[config.mk]
export PLATFORM = sky130hd
export DESIGN_NAME = rtu_frame_receiver_core_flat
export DESIGN_NICKNAME = d
export VERILOG_FILES = /design/src/sv/rtu_pkg.sv /design/src/sv/rtu_if.sv /design/src/sv/rtu_frame_receiver_core.sv /design/src/sv/rtu_crc16.sv /design/src/flat_wrapper.sv
export SDC_FILE = /design/constraint.sdc
export NUM_CORES = 1
export LEC_CHECK = 0
export ABC_AREA = 1
export BUFFER_PORTS_ARGS = -buffer_cell sky130_fd_sc_hd__clkbuf_2
export CAP_MARGIN = 20
export CORE_ASPECT_RATIO = 0.8
export CORE_UTILIZATION = 42
export CTS_BUF_LIST = sky130_fd_sc_hd__clkbuf_16
export DETAILED_ROUTE_END_ITERATION = 8
export GPL_TIMING_DRIVEN = 0
export PLACE_DENSITY = 0.68
export SETUP_SLACK_MARGIN = 0.15
export SLEW_MARGIN = 20
export SYNTH_ARGS = -nofsm -noshare
export SYNTH_HDL_FRONTEND = slang
export SYNTH_SLANG_ARGS = --single-unit
[constraint.sdc]
create_clock -name clk -period 6.1 [get_ports clk]
set_clock_uncertainty 0.1 [all_clocks]
set_input_delay 1.22 -clock clk [delete_from_list [all_inputs] [get_ports clk]]
set_output_delay 1.22 -clock clk [all_outputs]
set_load 0.01 [all_outputs]
[src/sv/rtu_pkg.sv]
// ----------------------------------------------------------------------------
// RTU frame receiver package
// Shared types and constants: result codes, receiver mode, register indexes.
// ----------------------------------------------------------------------------
package rtu_pkg;

	localparam int unsigned MIN_FRAME = 8;
	localparam int unsigned CFG_IDX_W = 1;

	typedef logic [CFG_IDX_W-1:0] cfg_idx_t;

	localparam cfg_idx_t REG_STATION_ADDRESS = 1'd0;
	localparam cfg_idx_t REG_SILENCE_TICKS   = 1'd1;

	localparam logic [7:0] STATION_ADDRESS_RST = 8'd1;
	localparam logic [7:0] SILENCE_TICKS_RST   = 8'd149;
	localparam logic [7:0] BROADCAST_ADDR      = 8'd0;
	localparam logic [7:0] SILENCE_MAX         = 8'd255;
	localparam logic [15:0] CRC_INIT           = 16'hFFFF;
	localparam logic [15:0] CRC_POLY           = 16'hA001;

	typedef enum logic [2:0] {
		EV_BYTE  = 3'd0,
		EV_OK    = 3'd1,
		EV_SHORT = 3'd2,
		EV_ADDR  = 3'd3,
		EV_CRC   = 3'd4,
		EV_ABORT = 3'd5
	} event_t;

	typedef enum logic [2:0] {
		MODE_RESYNC = 3'b001,
		MODE_IDLE   = 3'b010,
		MODE_RX     = 3'b100
	} mode_t;

	localparam logic CMD_BYTE = 1'b0;
	localparam logic CMD_TICK = 1'b1;

endpackage

[src/sv/rtu_if.sv]
// ----------------------------------------------------------------------------
// RTU frame receiver channels
// Valid/ready channels for received items, results and register writes.
// ----------------------------------------------------------------------------
interface rtu_in_if;
	logic       valid;
	logic       ready;
	logic       command;
	logic [7:0] rx_byte;
	logic       framing_error;
	logic       parity_error;

	modport source (output valid, command, rx_byte, framing_error, parity_error,
		input ready);
	modport sink (input valid, command, rx_byte, framing_error, parity_error,
		output ready);
endinterface

interface rtu_out_if;
	logic       valid;
	logic       ready;
	logic [2:0] event_res;
	logic [7:0] byte_value;
	logic [7:0] byte_index;
	logic [8:0] frame_length;

	modport source (output valid, event_res, byte_value, byte_index, frame_length,
		input ready);
	modport sink (input valid, event_res, byte_value, byte_index, frame_length,
		output ready);
endinterface

interface rtu_cfg_if;
	logic       valid;
	logic       ready;
	logic [0:0] index;
	logic [7:0] data;

	modport source (output valid, index, data, input ready);
	modport sink (input valid, index, data, output ready);
endinterface

[src/sv/rtu_frame_receiver_core.sv]
// ----------------------------------------------------------------------------
// RTU frame receiver core
// Takes received bytes and timer ticks one item per clock, unless stalled as
// below, and reports stored bytes and frame verdicts. An item is registered
// at the input stage; the item held there is handled combinationally, and its
// result, if any, is loaded into the output register when the item advances
// and is offered from there. A new item is accepted every cycle unless the
// registered item has a result while the result register is full and
// stalled. Items that give no result never wait on the output side.
// ----------------------------------------------------------------------------
module rtu_frame_receiver_core #(
	parameter int unsigned FRAME_CAPACITY = 256
) (
	input  logic         clk,
	input  logic         arst_n,
	rtu_in_if.sink       rx,
	rtu_out_if.source    evt,
	rtu_cfg_if.sink      cfg
);
	import rtu_pkg::*;

	localparam int unsigned CNT_W = $clog2(FRAME_CAPACITY + 1);
	localparam logic [CNT_W-1:0] CAPACITY = CNT_W'(FRAME_CAPACITY);
	localparam logic [CNT_W-1:0] MIN_LEN  = CNT_W'(MIN_FRAME);

	// configuration registers
	logic [7:0] station_address_q;
	logic [7:0] silence_ticks_q;

	// input stage
	logic       valid_s1;
	logic       command_s1;
	logic [7:0] rx_byte_s1;
	logic       err_s1;

	// receiver state
	mode_t            mode_q;
	logic [7:0]       silence_q;
	logic [CNT_W-1:0] count_q;
	logic [7:0]       first_q;
	logic [15:0]      crc_q;

	// result register
	logic       out_valid_q;
	event_t     event_q;
	logic [7:0] value_q;
	logic [7:0] index_q;
	logic [8:0] length_q;

	// next-state logic
	mode_t            mode_d;
	logic [7:0]       silence_d;
	logic [CNT_W-1:0] count_d;
	logic [7:0]       first_d;
	logic [15:0]      crc_d;
	logic             res_d;
	event_t           event_d;
	logic [7:0]       value_d;
	logic [7:0]       index_d;
	logic [8:0]       length_d;

	logic [15:0] crc_upd;
	logic [7:0]  tick_cnt;
	logic        advance;

	rtu_crc16 u_crc (
		.crc      (crc_q),
		.data     (rx_byte_s1),
		.crc_next (crc_upd)
	);

	assign cfg.ready = 1'b1;

	always_ff @(posedge clk or negedge arst_n) begin
		if (!arst_n) begin
			station_address_q <= STATION_ADDRESS_RST;
			silence_ticks_q   <= SILENCE_TICKS_RST;
		end else if (cfg.valid) begin
			unique case (cfg.index)
				REG_STATION_ADDRESS: station_address_q <= cfg.data;
				REG_SILENCE_TICKS:   silence_ticks_q   <= cfg.data;
				default: ;
			endcase
		end
	end

	assign tick_cnt = (silence_q == SILENCE_MAX) ? SILENCE_MAX : silence_q + 8'd1;

	always_comb begin
		mode_d    = mode_q;
		silence_d = silence_q;
		count_d   = count_q;
		first_d   = first_q;
		crc_d     = crc_q;
		res_d     = 1'b0;
		event_d   = EV_BYTE;
		value_d   = 8'd0;
		index_d   = 8'd0;
		length_d  = 9'd0;

		if (command_s1 == CMD_TICK) begin
			silence_d = tick_cnt;
			if (tick_cnt >= silence_ticks_q) begin
				unique case (mode_q)
					MODE_RESYNC: begin
						mode_d  = MODE_IDLE;
						count_d = '0;
						first_d = 8'd0;
						crc_d   = CRC_INIT;
					end
					MODE_RX: begin
						res_d    = 1'b1;
						length_d = 9'(count_q);
						priority if (count_q < MIN_LEN) begin
							event_d = EV_SHORT;
						end else if (first_q != station_address_q &&
								first_q != BROADCAST_ADDR) begin
							event_d = EV_ADDR;
						end else if (crc_q != 16'd0) begin
							event_d = EV_CRC;
						end else begin
							event_d = EV_OK;
						end
						mode_d  = MODE_IDLE;
						count_d = '0;
						first_d = 8'd0;
						crc_d   = CRC_INIT;
					end
					default: ;
				endcase
			end
		end else begin
			silence_d = 8'd0;
			if (mode_q != MODE_RESYNC) begin
				res_d = 1'b1;
				if (err_s1 || count_q >= CAPACITY) begin
					// drop the frame and wait for silence
					event_d  = EV_ABORT;
					length_d = 9'(count_q);
					mode_d   = MODE_RESYNC;
					count_d  = '0;
					first_d  = 8'd0;
					crc_d    = CRC_INIT;
				end else begin
					event_d = EV_BYTE;
					value_d = rx_byte_s1;
					index_d = 8'(count_q);
					if (count_q == '0) begin
						first_d = rx_byte_s1;
					end
					crc_d   = crc_upd;
					count_d = count_q + 1'b1;
					mode_d  = MODE_RX;
				end
			end
		end
	end

	// an item without a result never waits on the output side
	assign advance  = valid_s1 && (!res_d || !out_valid_q || evt.ready);
	assign rx.ready = !valid_s1 || advance;

	always_ff @(posedge clk or negedge arst_n) begin
		if (!arst_n) begin
			valid_s1 <= 1'b0;
		end else if (rx.ready) begin
			valid_s1 <= rx.valid;
		end
	end

	always_ff @(posedge clk) begin
		if (rx.ready && rx.valid) begin
			command_s1 <= rx.command;
			rx_byte_s1 <= rx.rx_byte;
			err_s1     <= rx.framing_error | rx.parity_error;
		end
	end

	always_ff @(posedge clk or negedge arst_n) begin
		if (!arst_n) begin
			mode_q    <= MODE_RESYNC;
			silence_q <= 8'd0;
			count_q   <= '0;
			first_q   <= 8'd0;
			crc_q     <= CRC_INIT;
		end else if (advance) begin
			mode_q    <= mode_d;
			silence_q <= silence_d;
			count_q   <= count_d;
			first_q   <= first_d;
			crc_q     <= crc_d;
		end
	end

	always_ff @(posedge clk or negedge arst_n) begin
		if (!arst_n) begin
			out_valid_q <= 1'b0;
		end else if (advance && res_d) begin
			out_valid_q <= 1'b1;
		end else if (evt.ready) begin
			out_valid_q <= 1'b0;
		end
	end

	always_ff @(posedge clk) begin
		if (advance && res_d) begin
			event_q  <= event_d;
			value_q  <= value_d;
			index_q  <= index_d;
			length_q <= length_d;
		end
	end

	assign evt.valid        = out_valid_q;
	assign evt.event_res    = event_q;
	assign evt.byte_value   = value_q;
	assign evt.byte_index   = index_q;
	assign evt.frame_length = length_q;

endmodule

[src/sv/rtu_crc16.sv]
// ----------------------------------------------------------------------------
// RTU CRC-16 byte update
// Folds one byte into the reflected CRC-16 (polynomial 0xA001).
// ----------------------------------------------------------------------------
module rtu_crc16 (
	input  logic [15:0] crc,
	input  logic [7:0]  data,
	output logic [15:0] crc_next
);
	import rtu_pkg::*;

	always_comb begin
		logic [15:0] c;
		c = crc ^ {8'd0, data};
		for (int k = 0; k < 8; k++) begin
			if (c[0]) begin
				c = (c >> 1) ^ CRC_POLY;
			end else begin
				c = c >> 1;
			end
		end
		crc_next = c;
	end

endmodule
[src/flat_wrapper.sv]
// flat-port wrapper written by rule: the top's interface ports become plain ports
module rtu_frame_receiver_core_flat import rtu_pkg::*;
#(
	parameter int unsigned FRAME_CAPACITY = 256
)
  (clk, arst_n, rx_valid, rx_command, rx_rx_byte, rx_framing_error, rx_parity_error, rx_ready, evt_valid, evt_event_res, evt_byte_value, evt_byte_index, evt_frame_length, evt_ready, cfg_valid, cfg_index, cfg_data, cfg_ready);
  rtu_in_if rx_i ();
  rtu_out_if evt_i ();
  rtu_cfg_if cfg_i ();
  input  logic clk;
  input  logic arst_n;
  input wire logic [$bits(rx_i.valid)-1:0] rx_valid;
  input wire logic [$bits(rx_i.command)-1:0] rx_command;
  input wire logic [$bits(rx_i.rx_byte)-1:0] rx_rx_byte;
  input wire logic [$bits(rx_i.framing_error)-1:0] rx_framing_error;
  input wire logic [$bits(rx_i.parity_error)-1:0] rx_parity_error;
  output wire logic [$bits(rx_i.ready)-1:0] rx_ready;
  output wire logic [$bits(evt_i.valid)-1:0] evt_valid;
  output wire logic [$bits(evt_i.event_res)-1:0] evt_event_res;
  output wire logic [$bits(evt_i.byte_value)-1:0] evt_byte_value;
  output wire logic [$bits(evt_i.byte_index)-1:0] evt_byte_index;
  output wire logic [$bits(evt_i.frame_length)-1:0] evt_frame_length;
  input wire logic [$bits(evt_i.ready)-1:0] evt_ready;
  input wire logic [$bits(cfg_i.valid)-1:0] cfg_valid;
  input wire logic [$bits(cfg_i.index)-1:0] cfg_index;
  input wire logic [$bits(cfg_i.data)-1:0] cfg_data;
  output wire logic [$bits(cfg_i.ready)-1:0] cfg_ready;
  assign rx_i.valid = rx_valid;
  assign rx_i.command = rx_command;
  assign rx_i.rx_byte = rx_rx_byte;
  assign rx_i.framing_error = rx_framing_error;
  assign rx_i.parity_error = rx_parity_error;
  assign rx_ready = rx_i.ready;
  assign evt_valid = evt_i.valid;
  assign evt_event_res = evt_i.event_res;
  assign evt_byte_value = evt_i.byte_value;
  assign evt_byte_index = evt_i.byte_index;
  assign evt_frame_length = evt_i.frame_length;
  assign evt_i.ready = evt_ready;
  assign cfg_i.valid = cfg_valid;
  assign cfg_i.index = cfg_index;
  assign cfg_i.data = cfg_data;
  assign cfg_ready = cfg_i.ready;
  rtu_frame_receiver_core #(.FRAME_CAPACITY(FRAME_CAPACITY)) u_core (.clk(clk), .arst_n(arst_n), .rx(rx_i), .evt(evt_i), .cfg(cfg_i));
endmodule
==> results_dict.tcl, run 1 <==
set metrics [dict create \
    status "finished, final reports clean" \
    report.final.slew_viol_count 0 \
    finalHoldViolations 0 \
    place.detailed.hpwl_mm 7.582 \
    post_route_drc 0 \
    cts_tree "done" \
    max_clock_freq_mhz 222.7 \
    cts.reportedPaths.clkPinSlew_ps 60 \
    placed_cells 760 \
    async_flop_share 0.6200 \
    dr_total_vias 3764 \
    via_per_inst 4.844 \
    post-cts-setup-buffers 0 \
    yosysUniqueCellTypes 40 \
    crit_path_max_fanout 6 \
    rr_startpoint "u_core.silence_q[0]" \
    detailedRoute.firstIterationViolations 207 \
    grt_start_max_net_pins 35 \
    final_wirelength_mm 10.13 \
    synthToLayoutAreaGrowth_pct 15.95 \
    timing.critical_path.to_type "output port" \
    avgSynthCellArea_sq_um 9.041 \
    num_rows 35 \
    timing.hold.worst.class "register to register" \
    synth.ff_latch_count 100 \
    portBuffers 54 \
    startpoint "u_core.silence_q[0]" \
    min_period_ps 4491 \
    multi_input_comb_area_sq_um 1927 \
    die_area_sq_um 12440 \
    fin_tns_setup_ps 0 \
    synth_enable_flop_cells 38 \
    post-synth-top-count-cell "nand2_1" \
    worstSetupPathType "register to output port" \
    die-height_microns 99.94 \
    hp-start "u_core.mode_q[0]" \
    cts_sinks 100 \
    final_min_period_over_clock_period 0.7362 \
    gate_count_of_the_mapped_netlist 557 \
    total_congestion_overflow_after_global_routing 0 \
    synth_commonest_cells "149 x nand2_1, 81 x inv_1, 57 x nor2_1, 40 x dfrtp_1, 38 x edfxtp_1" \
    worst-endpoint-required_ps 4780 \
    netlist.top_cell.by_area "edfxtp_1" \
    maximum_clock_path_buffer_count 2 \
    finish.cell_count_without_fillers 777 \
    initial_core_util 0.4340 \
    detail-route-antenna-nets 0 \
    h-tree-depth 3 \
    post_route_cells_drive_above_1_share 0.2242 \
    critPathArrivalTime_ps 3170 \
    transition_time_at_the_pin_with_the_least_slew_margin_ps 719.2 \
    yosysSeqAreaShare 0.5401 \
    max-vdd-ir-drop_mv 0.1521 \
    grt.total_usage 0.1757 \
    vias_in_the_first_global_route 3775 \
    synth_top_area_frac 0.2266 \
    ioPinCount 56 \
    leakagePower_nw 2.819 \
    largest_reg_flops 16 \
    final_weighted_congestion_of_routability_driven_global_placement 0.8249 \
    drt-pass1-iter-count 5 \
    grt_pass1_wl_mm 17.38 \
    cts-resized-gates 0 \
    final_cell_area_sq_um 5839 \
    clk-insertion-delay-late_ps 340 \
    count_of_hold_fix_buffers_inserted_at_cts 0 \
    post_drt_wl_per_cell_microns 13.04 \
    root_buffer "clkbuf_16" \
    synthesis_warnings 0 \
    final-seq-area_sq_um 2720 \
    n_antenna_cell 0 \
    registers.top_by_ff_count "u_core.crc_q" \
    power_density_nw_per_um2 313.0 \
    report.final.setup_viol 0 \
    synth_flop_cell "dfrtp_1" \
    cts_buf_count 9 \
    placeable_core_area_sq_um 11600 \
    final_net_count 660 \
    grt_setup_unrepaired "false" \
    fin_ws_ps 1609 \
    synth.cell_area_sq_um 5036 \
    pre_cts_slack_ps 2012 \
    critical_path.startpoint_type "register" \
    layout.filler_cells 1052 \
    synth.net_count 593 \
    max_slew_margin 0.5188 \
    synth.top_cells.by_area "edfxtp_1 23%, dfrtp_1 20%, dfstp_2 11%, nand2_1 11%, inv_1 6.0%" \
    grt_antenna_before_repair 0 \
    chipWidth_microns 124.4 \
    post_dp_cell_area_sq_um 5514 \
    max_cap_viol_count 0 \
]
power breakdown:
group	total, W	internal (W)	leakage, nW	switching, W
sequential	0.000853	0.000798	1.13	0.0000550
combinational	0.000384	0.000140	1.53	0.000244
clock	0.000591	0.000343	0.160	0.000248
total	0.00183	0.00128	2.82	0.000547
cell families after synthesis:
group	count (synthesis)	synth area share
flops	100	0.5401
other cells	1	0.0007446
fa+ha+maj	11	0.02733
compound gates	73	0.09217
simple gates	260	0.2293
xor+xnor	19	0.03304
buf+inv	93	0.07727
routing by layer:
metal  part of all wire  vias up  wire length (microns)  track usage
met5                  0        -                      0            0
met4             0.0086        0                     87      0.04912
met3              0.047        8                    480      0.04691
met2               0.45       89                   4549       0.2830
met1               0.49     1754                   5015       0.2350
li1                   -     1913                      -            -
final cells by class:
type                            instances  area share
Buffer                                 10     0.01178
Sequential cell                       100      0.4658
Timing Repair Buffer                   56     0.05271
Clock inverter                          6     0.01028
Inverter                               83     0.05485
Clock buffer                           10     0.04285
Tap cell                              148     0.03171
Multi-Input combinational cell        364      0.3300
per-stage QoR:
| step | total power (W) | hold WS, ps | util |
|---|---|---|---|
| after detailed placement | 0.001247 | 368.8 | 0.4751 |
| after floorplan | 0.001131 | 347.5 | - |
| after global routing | 0.001933 | 390.2 | 0.5032 |
| after global placement | 0.001231 | 361.3 | 0.4732 |
| final | 0.001828 | 377.9 | 0.5032 |
| after CTS | 0.001841 | 378.3 | 0.5019 |
cell usage in the layout (no fill, tap or decap), types with 2 or more instances in the layout:
| cell type | instances |
|---|---|
| nor4_1 | 5 |
| nand2_4 | 2 |
| nor2_1 | 57 |
| clkbuf_1 | 2 |
| edfxtp_1 | 38 |
| inv_6 | 2 |
| nand4_1 | 4 |
| buf_2 | 4 |
| nand2_8 | 2 |
| ha_1 | 11 |
| clkbuf_2 | 53 |
| clkbuf_16 | 10 |
| dfrtp_1 | 40 |
| or2_2 | 6 |
| nand2_1 | 149 |
| xnor2_1 | 7 |
| nand3_2 | 2 |
| buf_6 | 3 |
| nand3b_1 | 2 |
| o31ai_1 | 2 |
| xor2_1 | 12 |
| o21ai_1 | 2 |
| o21ai_2 | 16 |
| nand2_2 | 4 |
| nand3_1 | 19 |
| clkinv_2 | 2 |
| nor3_1 | 4 |
| a21oi_1 | 18 |
| o21ai_0 | 29 |
| dfstp_2 | 22 |
| nor2_2 | 2 |
| inv_1 | 81 |
worst max-delay path, cell delays in order, from the launching register on:
cell and delay (ps):
dfrtp_1 410, ha_1 240, nand3_1 110, nor2_1 70, nand2_1 80, nor2_1 60
nand2_1 120, inv_1 90, or2_2 300, ha_1 300, inv_1 50, o21bai_1 120
nand2_1 70, nand2_1 60, nand2_1 50, nand2_2 80, nand3_2 140, nand2_4 140
nand3_1 150, clkbuf_2 180
worst paths after layout:
kind / endpoint / slack (ps) / depth (start not counted)
setup / recovery: rx_ready / 1610 / 19
setup reg to reg: u_core.evt.frame_length[8] / 2130 / 23
min in group asynchronous: u_core.station_address_q[7] / 740 / 1
max in group asynchronous: u_core.mode_q[0] / 4560 / 2
hold reg to reg: u_core.mode_q[0] / 380 / 2
hold / removal: u_core.mode_q[0] / 380 / 2
Note: power is estimated with default switching activity, not from simulation.
==> inputs of run 2 (changes only) <==
--- a/config.mk
+++ b/config.mk
@@ -5,7 +5,7 @@
 export SDC_FILE = /design/constraint.sdc
 export NUM_CORES = 1
 export LEC_CHECK = 0
-export ABC_AREA = 1
+export ABC_AREA = 0
 export BUFFER_PORTS_ARGS = -buffer_cell sky130_fd_sc_hd__clkbuf_2
 export CAP_MARGIN = 20
 export CORE_ASPECT_RATIO = 0.8
@@ -13,7 +13,7 @@
 export CTS_BUF_LIST = sky130_fd_sc_hd__clkbuf_16
 export DETAILED_ROUTE_END_ITERATION = 8
 export GPL_TIMING_DRIVEN = 0
-export PLACE_DENSITY = 0.68
+export PLACE_DENSITY = 0.69
 export SETUP_SLACK_MARGIN = 0.15
 export SLEW_MARGIN = 20
 export SYNTH_ARGS = -nofsm -noshare
==> constraint.sdc (replaced) <==
create_clock -name clk -period 4.2 [get_ports clk]
set_clock_uncertainty 0.1 [all_clocks]
set_input_delay 0.84 -clock clk [delete_from_list [all_inputs] [get_ports clk]]
set_output_delay 0.84 -clock clk [all_outputs]
set_load 0.01 [all_outputs]
==> run 2 against run 1 <==
Net effect: synthesized area decreased by 3.2%; die area down 3.1%; cell area decreased by 1.1%; non-clock buffer count increased by 15; final cell count decreased by 15%; register-to-register slack got worse by 1700 ps; clock-buffer cell count is 1 lower; synthesized cell count fell by 21%.
==> results_dict.tcl, run 2 <==
set metrics [dict create \
    use_met2 0.2796 \
    pre_cts_slack_ps -396.6 \
    ioPinCount 56 \
    synth.top_cells.by_area "edfxtp_1 23%, dfrtp_1 21%, dfstp_2 12%, xnor2_1 4.5%, mux2_2 3.7%" \
    vias_in_the_first_global_route 3562 \
    critical_path.startpoint_type "register" \
    initial_core_util 0.4390 \
    max-vdd-ir-drop_mv 0.3056 \
    die_area_sq_um 12040 \
    final_net_count 546 \
    h-tree-depth 3 \
    post_drt_wl_per_cell_microns 15.88 \
    synth_enable_flop_cells 38 \
    detailedRoute.firstIterationViolations 229 \
    report.final.setup_viol 0 \
    report.final.slew_viol_count 0 \
    post_route_drc 0 \
    yosysSeqAreaShare 0.5580 \
    max_clock_freq_mhz 256.3 \
    final_wirelength_mm 10.47 \
    post_route_cells_drive_above_1_share 0.2835 \
    total_congestion_overflow_after_global_routing 0 \
    num_rows 34 \
    synth.cell_area_sq_um 4875 \
    synth_commonest_cells "40 x dfrtp_1, 38 x edfxtp_1, 30 x nand2_1, 27 x nor2_1, 25 x xnor2_1" \
    max_slew_margin 0.5128 \
    status "finished, final reports clean" \
    startpoint "u_core.silence_q[0]" \
    grt.total_usage 0.1870 \
    grt_start_max_net_pins 39 \
    synth_top_area_frac 0.2341 \
    n_antenna_cell 0 \
    place.detailed.hpwl_mm 7.469 \
    final_cell_area_sq_um 5773 \
    cts.reportedPaths.clkPinSlew_ps 70 \
    busiest_layer "met2" \
    grt_setup_unrepaired "false" \
    fin_ws_ps 298.3 \
    post-synth-top-count-cell "dfrtp_1" \
    chipWidth_microns 122.5 \
    root_buffer "clkbuf_16" \
    finalHoldViolations 0 \
    grt.met3_usage 0.04147 \
    synthToLayoutAreaGrowth_pct 18.43 \
    drt-pass1-iter-count 4 \
    avgSynthCellArea_sq_um 11.13 \
    die-height_microns 98.36 \
    min_period_ps 3902 \
    detail-route-antenna-nets 0 \
    netlist.top_cell.by_area "edfxtp_1" \
    transition_time_at_the_pin_with_the_least_slew_margin_ps 726.5 \
    layout_commonest_cell "clkbuf_2" \
    worstSetupPathType "register to output port" \
    grt_antenna_before_repair 0 \
    clk-insertion-delay-late_ps 350 \
    cts_sinks 100 \
    placeable_core_area_sq_um 11100 \
    registers.top_by_ff_count "u_core.crc_q" \
    count_of_hold_fix_buffers_inserted_at_cts 0 \
    power_density_nw_per_um2 522.9 \
    portBuffers 54 \
    timing.critical_path.to_type "output port" \
    post_dp_cell_area_sq_um 5355 \
    largest_reg_flops 16 \
    rr_startpoint "u_core.silence_q[0]" \
    leakagePower_nw 2.478 \
    commonest_non_fill_non_tap_cells_in_the_layout "54 x clkbuf_2, 40 x dfrtp_1, 38 x edfxtp_1" \
    maximum_clock_path_buffer_count 2 \
    max_cap_viol_count 0 \
    critPathArrivalTime_ps 2960 \
    cts_tree "done" \
    final_min_period_over_clock_period 0.9290 \
    synth.ff_latch_count 100 \
    synth_flop_cell "dfrtp_1" \
    gate_count_of_the_mapped_netlist 438 \
    reg2reg_setup_slack_ps 440 \
    final_weighted_congestion_of_routability_driven_global_placement 0.8895 \
    via_per_inst 5.437 \
    dr_total_vias 3583 \
    yosysUniqueCellTypes 50 \
    crit_path_max_fanout 5 \
    async_flop_share 0.6200 \
    grt_use_met1 0.2712 \
    worst-endpoint-required_ps 3260 \
    synth.net_count 474 \
    timing.hold.worst.class "input port to asynchronous set/reset pin" \
    cts_buf_count 9 \
    grt_pass1_wl_mm 17.33 \
    synthesis_warnings 0 \
]
## run 2: cells by family after synthesis
kind of cell	Yosys count	synth area share
and+or+nand+nor	132	0.1381
buffers and inverters	42	0.03516
AOI/OAI and AO/OA	92	0.1158
adders and majority gates	11	0.02823
xor gates and xnor gates	35	0.06828
DFF	100	0.5580
muxes	25	0.05570
other	1	0.0007693
## run 2: repair_timing
item | in CTS | in global routing
pin swaps | 2 | 5
gates cloned | 1 | 0
resized for setup | 8 | 12
buffers inserted | 1 | 4
setup endpoints to repair | 40 | 16
## run 2: path summary, 6_finish.rpt
path | endpoint | cells past startpoint
worst min-delay path | u_core.station_address_q[3] | 1
min in group clk | u_core.crc_q[11] | 2
worst max-delay path | rx_ready | 15
max in group asynchronous | u_core.mode_q[0] | 2
worst min register to register | u_core.crc_q[11] | 2
worst max register to register | u_core.evt.frame_length[8] | 14
## run 2: report_power, final
group	internal, W	switching [W]	leakage [nW]	total (W)
combinational	0.000378	0.000474	1.22	0.000851
sequential	0.00124	0.000142	1.12	0.00138
clock	0.000411	0.000377	0.134	0.000788
## run 2: routing by layer
layer	up-vias	part of all wire
met4	0	0.015
met2	111	0.45
met5	-	0
li1	1709	-
met3	17	0.052
met1	1746	0.49
## run 2: layout make-up
class                   instances  area (sq um)
flip-flops and latches        100          2720
inverters                      21         78.83
clock buffers                   9         225.2
multi-input cells             297          2083
fillers                       974          5330
plain buffers                  21         93.84
well taps                     144         180.2
repair buffers                 60         330.3
clock inverters                 7         61.31
## run 2: worst max-delay path, stage by stage, from the launching register on
cell	delay [ps]
dfrtp_1	420
ha_4	160
nand2_2	70
nor2_4	150
and3_4	230
and3_4	200
nor2_1	60
ha_1	260
and3_1	150
o21ai_1	60
a31o_2	250
a21boi_2	180
nor2_2	70
nor2_2	160
nand2_1	70
clkbuf_2	130
## run 2: per-stage QoR
step	cells	hold WS [ps]	TNS, ps	util	power (W)
after global routing	659	356.1	0	0.5199	0.003184
after detailed placement	637	393.7	-8599	0.4823	0.002203
after floorplan	438	368.3	0	-	0.001967
after CTS	655	332.2	0	0.5117	0.003001
after global placement	636	386.8	-16020	0.4798	0.002174
final	659	324.5	0	0.5199	0.003019
==> inputs of run 3 (changes only) <==
--- a/config.mk
+++ b/config.mk
@@ -13,7 +13,7 @@
 export CTS_BUF_LIST = sky130_fd_sc_hd__clkbuf_16
 export DETAILED_ROUTE_END_ITERATION = 8
 export GPL_TIMING_DRIVEN = 0
-export PLACE_DENSITY = 0.69
+export PLACE_DENSITY = 0.6
 export SETUP_SLACK_MARGIN = 0.15
 export SLEW_MARGIN = 20
 export SYNTH_ARGS = -nofsm -noshare
==> constraint.sdc (replaced) <==
create_clock -name clk -period 4.2 [get_ports clk]
set_clock_uncertainty 0.1 [all_clocks]
set_input_delay 0.42 -clock clk [delete_from_list [all_inputs] [get_ports clk]]
set_output_delay 0.42 -clock clk [all_outputs]
set_load 0.01 [all_outputs]
==> run 3 against run 2 <==
Net effect: sequential cell count is the same; setup slack gained 44 ps; clock-buffer cell count is the same; fmax grew 1.1%; critical path depth is the same; critical endpoint is now u_core.evt.byte_value[4]; largest cell class unchanged; largest power group unchanged.
==> results_dict.tcl, run 3 (synthesized netlist as in run 2, its figures left out) <==
set metrics [dict create \
    max_cap_viol_count 0 \
    worstRegToRegCells 15 \
    holdPathStages 1 \
    chipWidth_microns 122.5 \
    final_weighted_congestion_of_routability_driven_global_placement 0.8714 \
    registers.top_by_ff_count "u_core.crc_q" \
    root_buffer "clkbuf_16" \
    reg2reg_setup_slack_ps 340 \
    critPathMostFrequentCell "and3_1" \
    num_rows 34 \
    critical_path.cell_chain "ha_1 -> nand2_1 -> nor2_2 -> and3_1 -> and3_1 -> nor2_1 -> ha_1 -> and3_1 -> o21ai_1 -> a31o_2 -> a21bo_2 -> a21oi_2 -> clkbuf_2 -> nor2_4 -> buf_12" \
    drt-pass1-iter-count 4 \
    die-height_microns 98.36 \
    timing.hold.worst.class "input port to register" \
    cts_tree "done" \
    max_clock_freq_mhz 259.2 \
    final-seq-area_sq_um 2720 \
    worst-endpoint-required_ps 4210 \
    max_slew_margin 0.5826 \
    finish.cell_count_without_fillers 657 \
    worstSetupPathType "register to register" \
    crit_path_max_fanout 14 \
    placed_cells 637 \
    hp-start "rx_rx_byte[4]" \
    clk-insertion-delay-late_ps 350 \
    report.final.slew_viol_count 0 \
    leakagePower_nw 2.508 \
    detailedRoute.firstIterationViolations 182 \
    finalHoldViolations 0 \
    die_area_sq_um 12040 \
    min_period_ps 3858 \
    critical_path_max_stage_delay_ps 410 \
    synthToLayoutAreaGrowth_pct 18.76 \
    place.detailed.hpwl_mm 7.807 \
    largest_reg_flops 16 \
    max-vdd-ir-drop_mv 0.3341 \
    timing.critical_path.to_type "register" \
    cts.reportedPaths.clkPinSlew_ps 70 \
    cts_buf_count 9 \
    layout_commonest_cell "clkbuf_2" \
    fin_hold_ws_ps 142.2 \
    ioPinCount 56 \
    transition_time_at_the_pin_with_the_least_slew_margin_ps 623.7 \
    initial_core_util 0.4390 \
    post_route_cells_drive_above_1_share 0.2671 \
    commonest_non_fill_non_tap_cells_in_the_layout "54 x clkbuf_2, 40 x dfrtp_1, 38 x edfxtp_1" \
    maximum_clock_path_buffer_count 2 \
    worst_r2r_endpoint "u_core.evt.byte_value[4]" \
    layout.filler_cells 994 \
    total_congestion_overflow_after_global_routing 0 \
    via_per_inst 5.318 \
    final_min_period_over_clock_period 0.9186 \
    grt_antenna_before_repair 0 \
    n_antenna_cell 0 \
    post_drt_wl_per_cell_microns 16.41 \
    final_wirelength_mm 10.78 \
    critical_path.startpoint_type "register" \
    placeable_core_area_sq_um 11100 \
    grt_setup_unrepaired "true" \
    grt_start_max_net_pins 44 \
    critical_path.slowest_cell "a21oi_2" \
    dr_total_vias 3494 \
    power_density_nw_per_um2 540.6 \
    status "finished, final reports clean" \
    holdPathEnd "u_core.rx_byte_s1[4]" \
    final_net_count 544 \
    detail-route-antenna-nets 0 \
    report.final.setup_viol 0 \
    grt.total_usage 0.1938 \
    multi_input_comb_area_sq_um 2041 \
    cts_sinks 100 \
    rr_startpoint "u_core.silence_q[1]" \
    grt_pass1_wl_mm 17.77 \
    critPathArrivalTime_ps 3870 \
    portBuffers 54 \
    post_route_drc 0 \
    vias_in_the_first_global_route 3524 \
    h-tree-depth 3 \
]
run 3: cell types whose count changed in the layout (fill, tap and decap cells not counted), moves of 2 or more:
cell | previous run | this run
and3_1 | 20 | 24
bufinv_16 | 0 | 2
buf_4 | 7 | 2
and3_4 | 4 | 0
buf_12 | 1 | 3
run 3: where the power goes:
part,total (W),switching (W),internal [W]
registers,0.00137,0.000134,0.00124
clock network,0.000907,0.000375,0.000532
logic,0.000852,0.000479,0.000373
total,0.00313,0.000988,0.00214
run 3: layout make-up:
type	instances	share of cell area
Timing Repair Buffer	58	0.05922
Clock inverter	7	0.01859
Sequential cell	100	0.4699
Inverter	21	0.01362
Multi-Input combinational cell	297	0.3525
Buffer	21	0.01621
Tap cell	144	0.03112
Clock buffer	9	0.03890
run 3: through the flow:
| step | worst slack [ps] | TNS, ps | area (sq um) | power [W] | util |
|---|---|---|---|---|---|
| after CTS | 150.8 | 0 | 5756 | 0.003150 | 0.5184 |
| after detailed placement | -232.4 | -7200 | 5359 | 0.002209 | 0.4826 |
| after floorplan | 319.4 | 0 | 4877 | 0.001967 | - |
| after global placement | -518.4 | -17730 | 5328 | 0.002189 | 0.4798 |
| after global routing | 120.8 | 0 | 5789 | 0.003305 | 0.5214 |
| final | 342.1 | 0 | 5789 | 0.003130 | 0.5214 |
run 3: layer usage:
metal / GRT usage / routed length [microns] / vias to the layer above
li1: - / - / 1708
met1: 0.2751 / 5143 / 1681
met4: 0.06567 / 216 / 0
met5: 0 / 0 / -
met3: 0.04556 / 545 / 18
met2: 0.2900 / 4879 / 87
run 3: what timing repair did:
item / 4_1_cts / 5_1_grt
hold buffers: 1 / 0
setup endpoints to repair: 39 / 54
resized for setup: 7 / 4
gates cloned: 1 / 0
endpoints found under the hold margin: 7 / 0
buffers inserted: 1 / 1
pin swaps: 1 / 0
run 3: worst max path at each step:
stage,from,to,slack [ps]
finish,u_core.silence_q[1],u_core.evt.byte_value[4],340
detailed placement,u_core.silence_q[1],u_core.evt.byte_value[7],-230
global route,u_core.silence_q[0],rx_ready,120
CTS,u_core.silence_q[1],rx_ready,150
global placement,u_core.silence_q[1],u_core.evt.byte_value[0],-520
floorplan,u_core.silence_q[0],u_core.evt.byte_index[0],320
run 3: critical path: cells and delay by family (launching register included):
kind	cells	cell delay, ps
DFF	1	370
buffers and inverters	2	560
adders and majority gates	2	480
and+or+nand+nor	7	1120
AOI/OAI and AO/OA	4	980
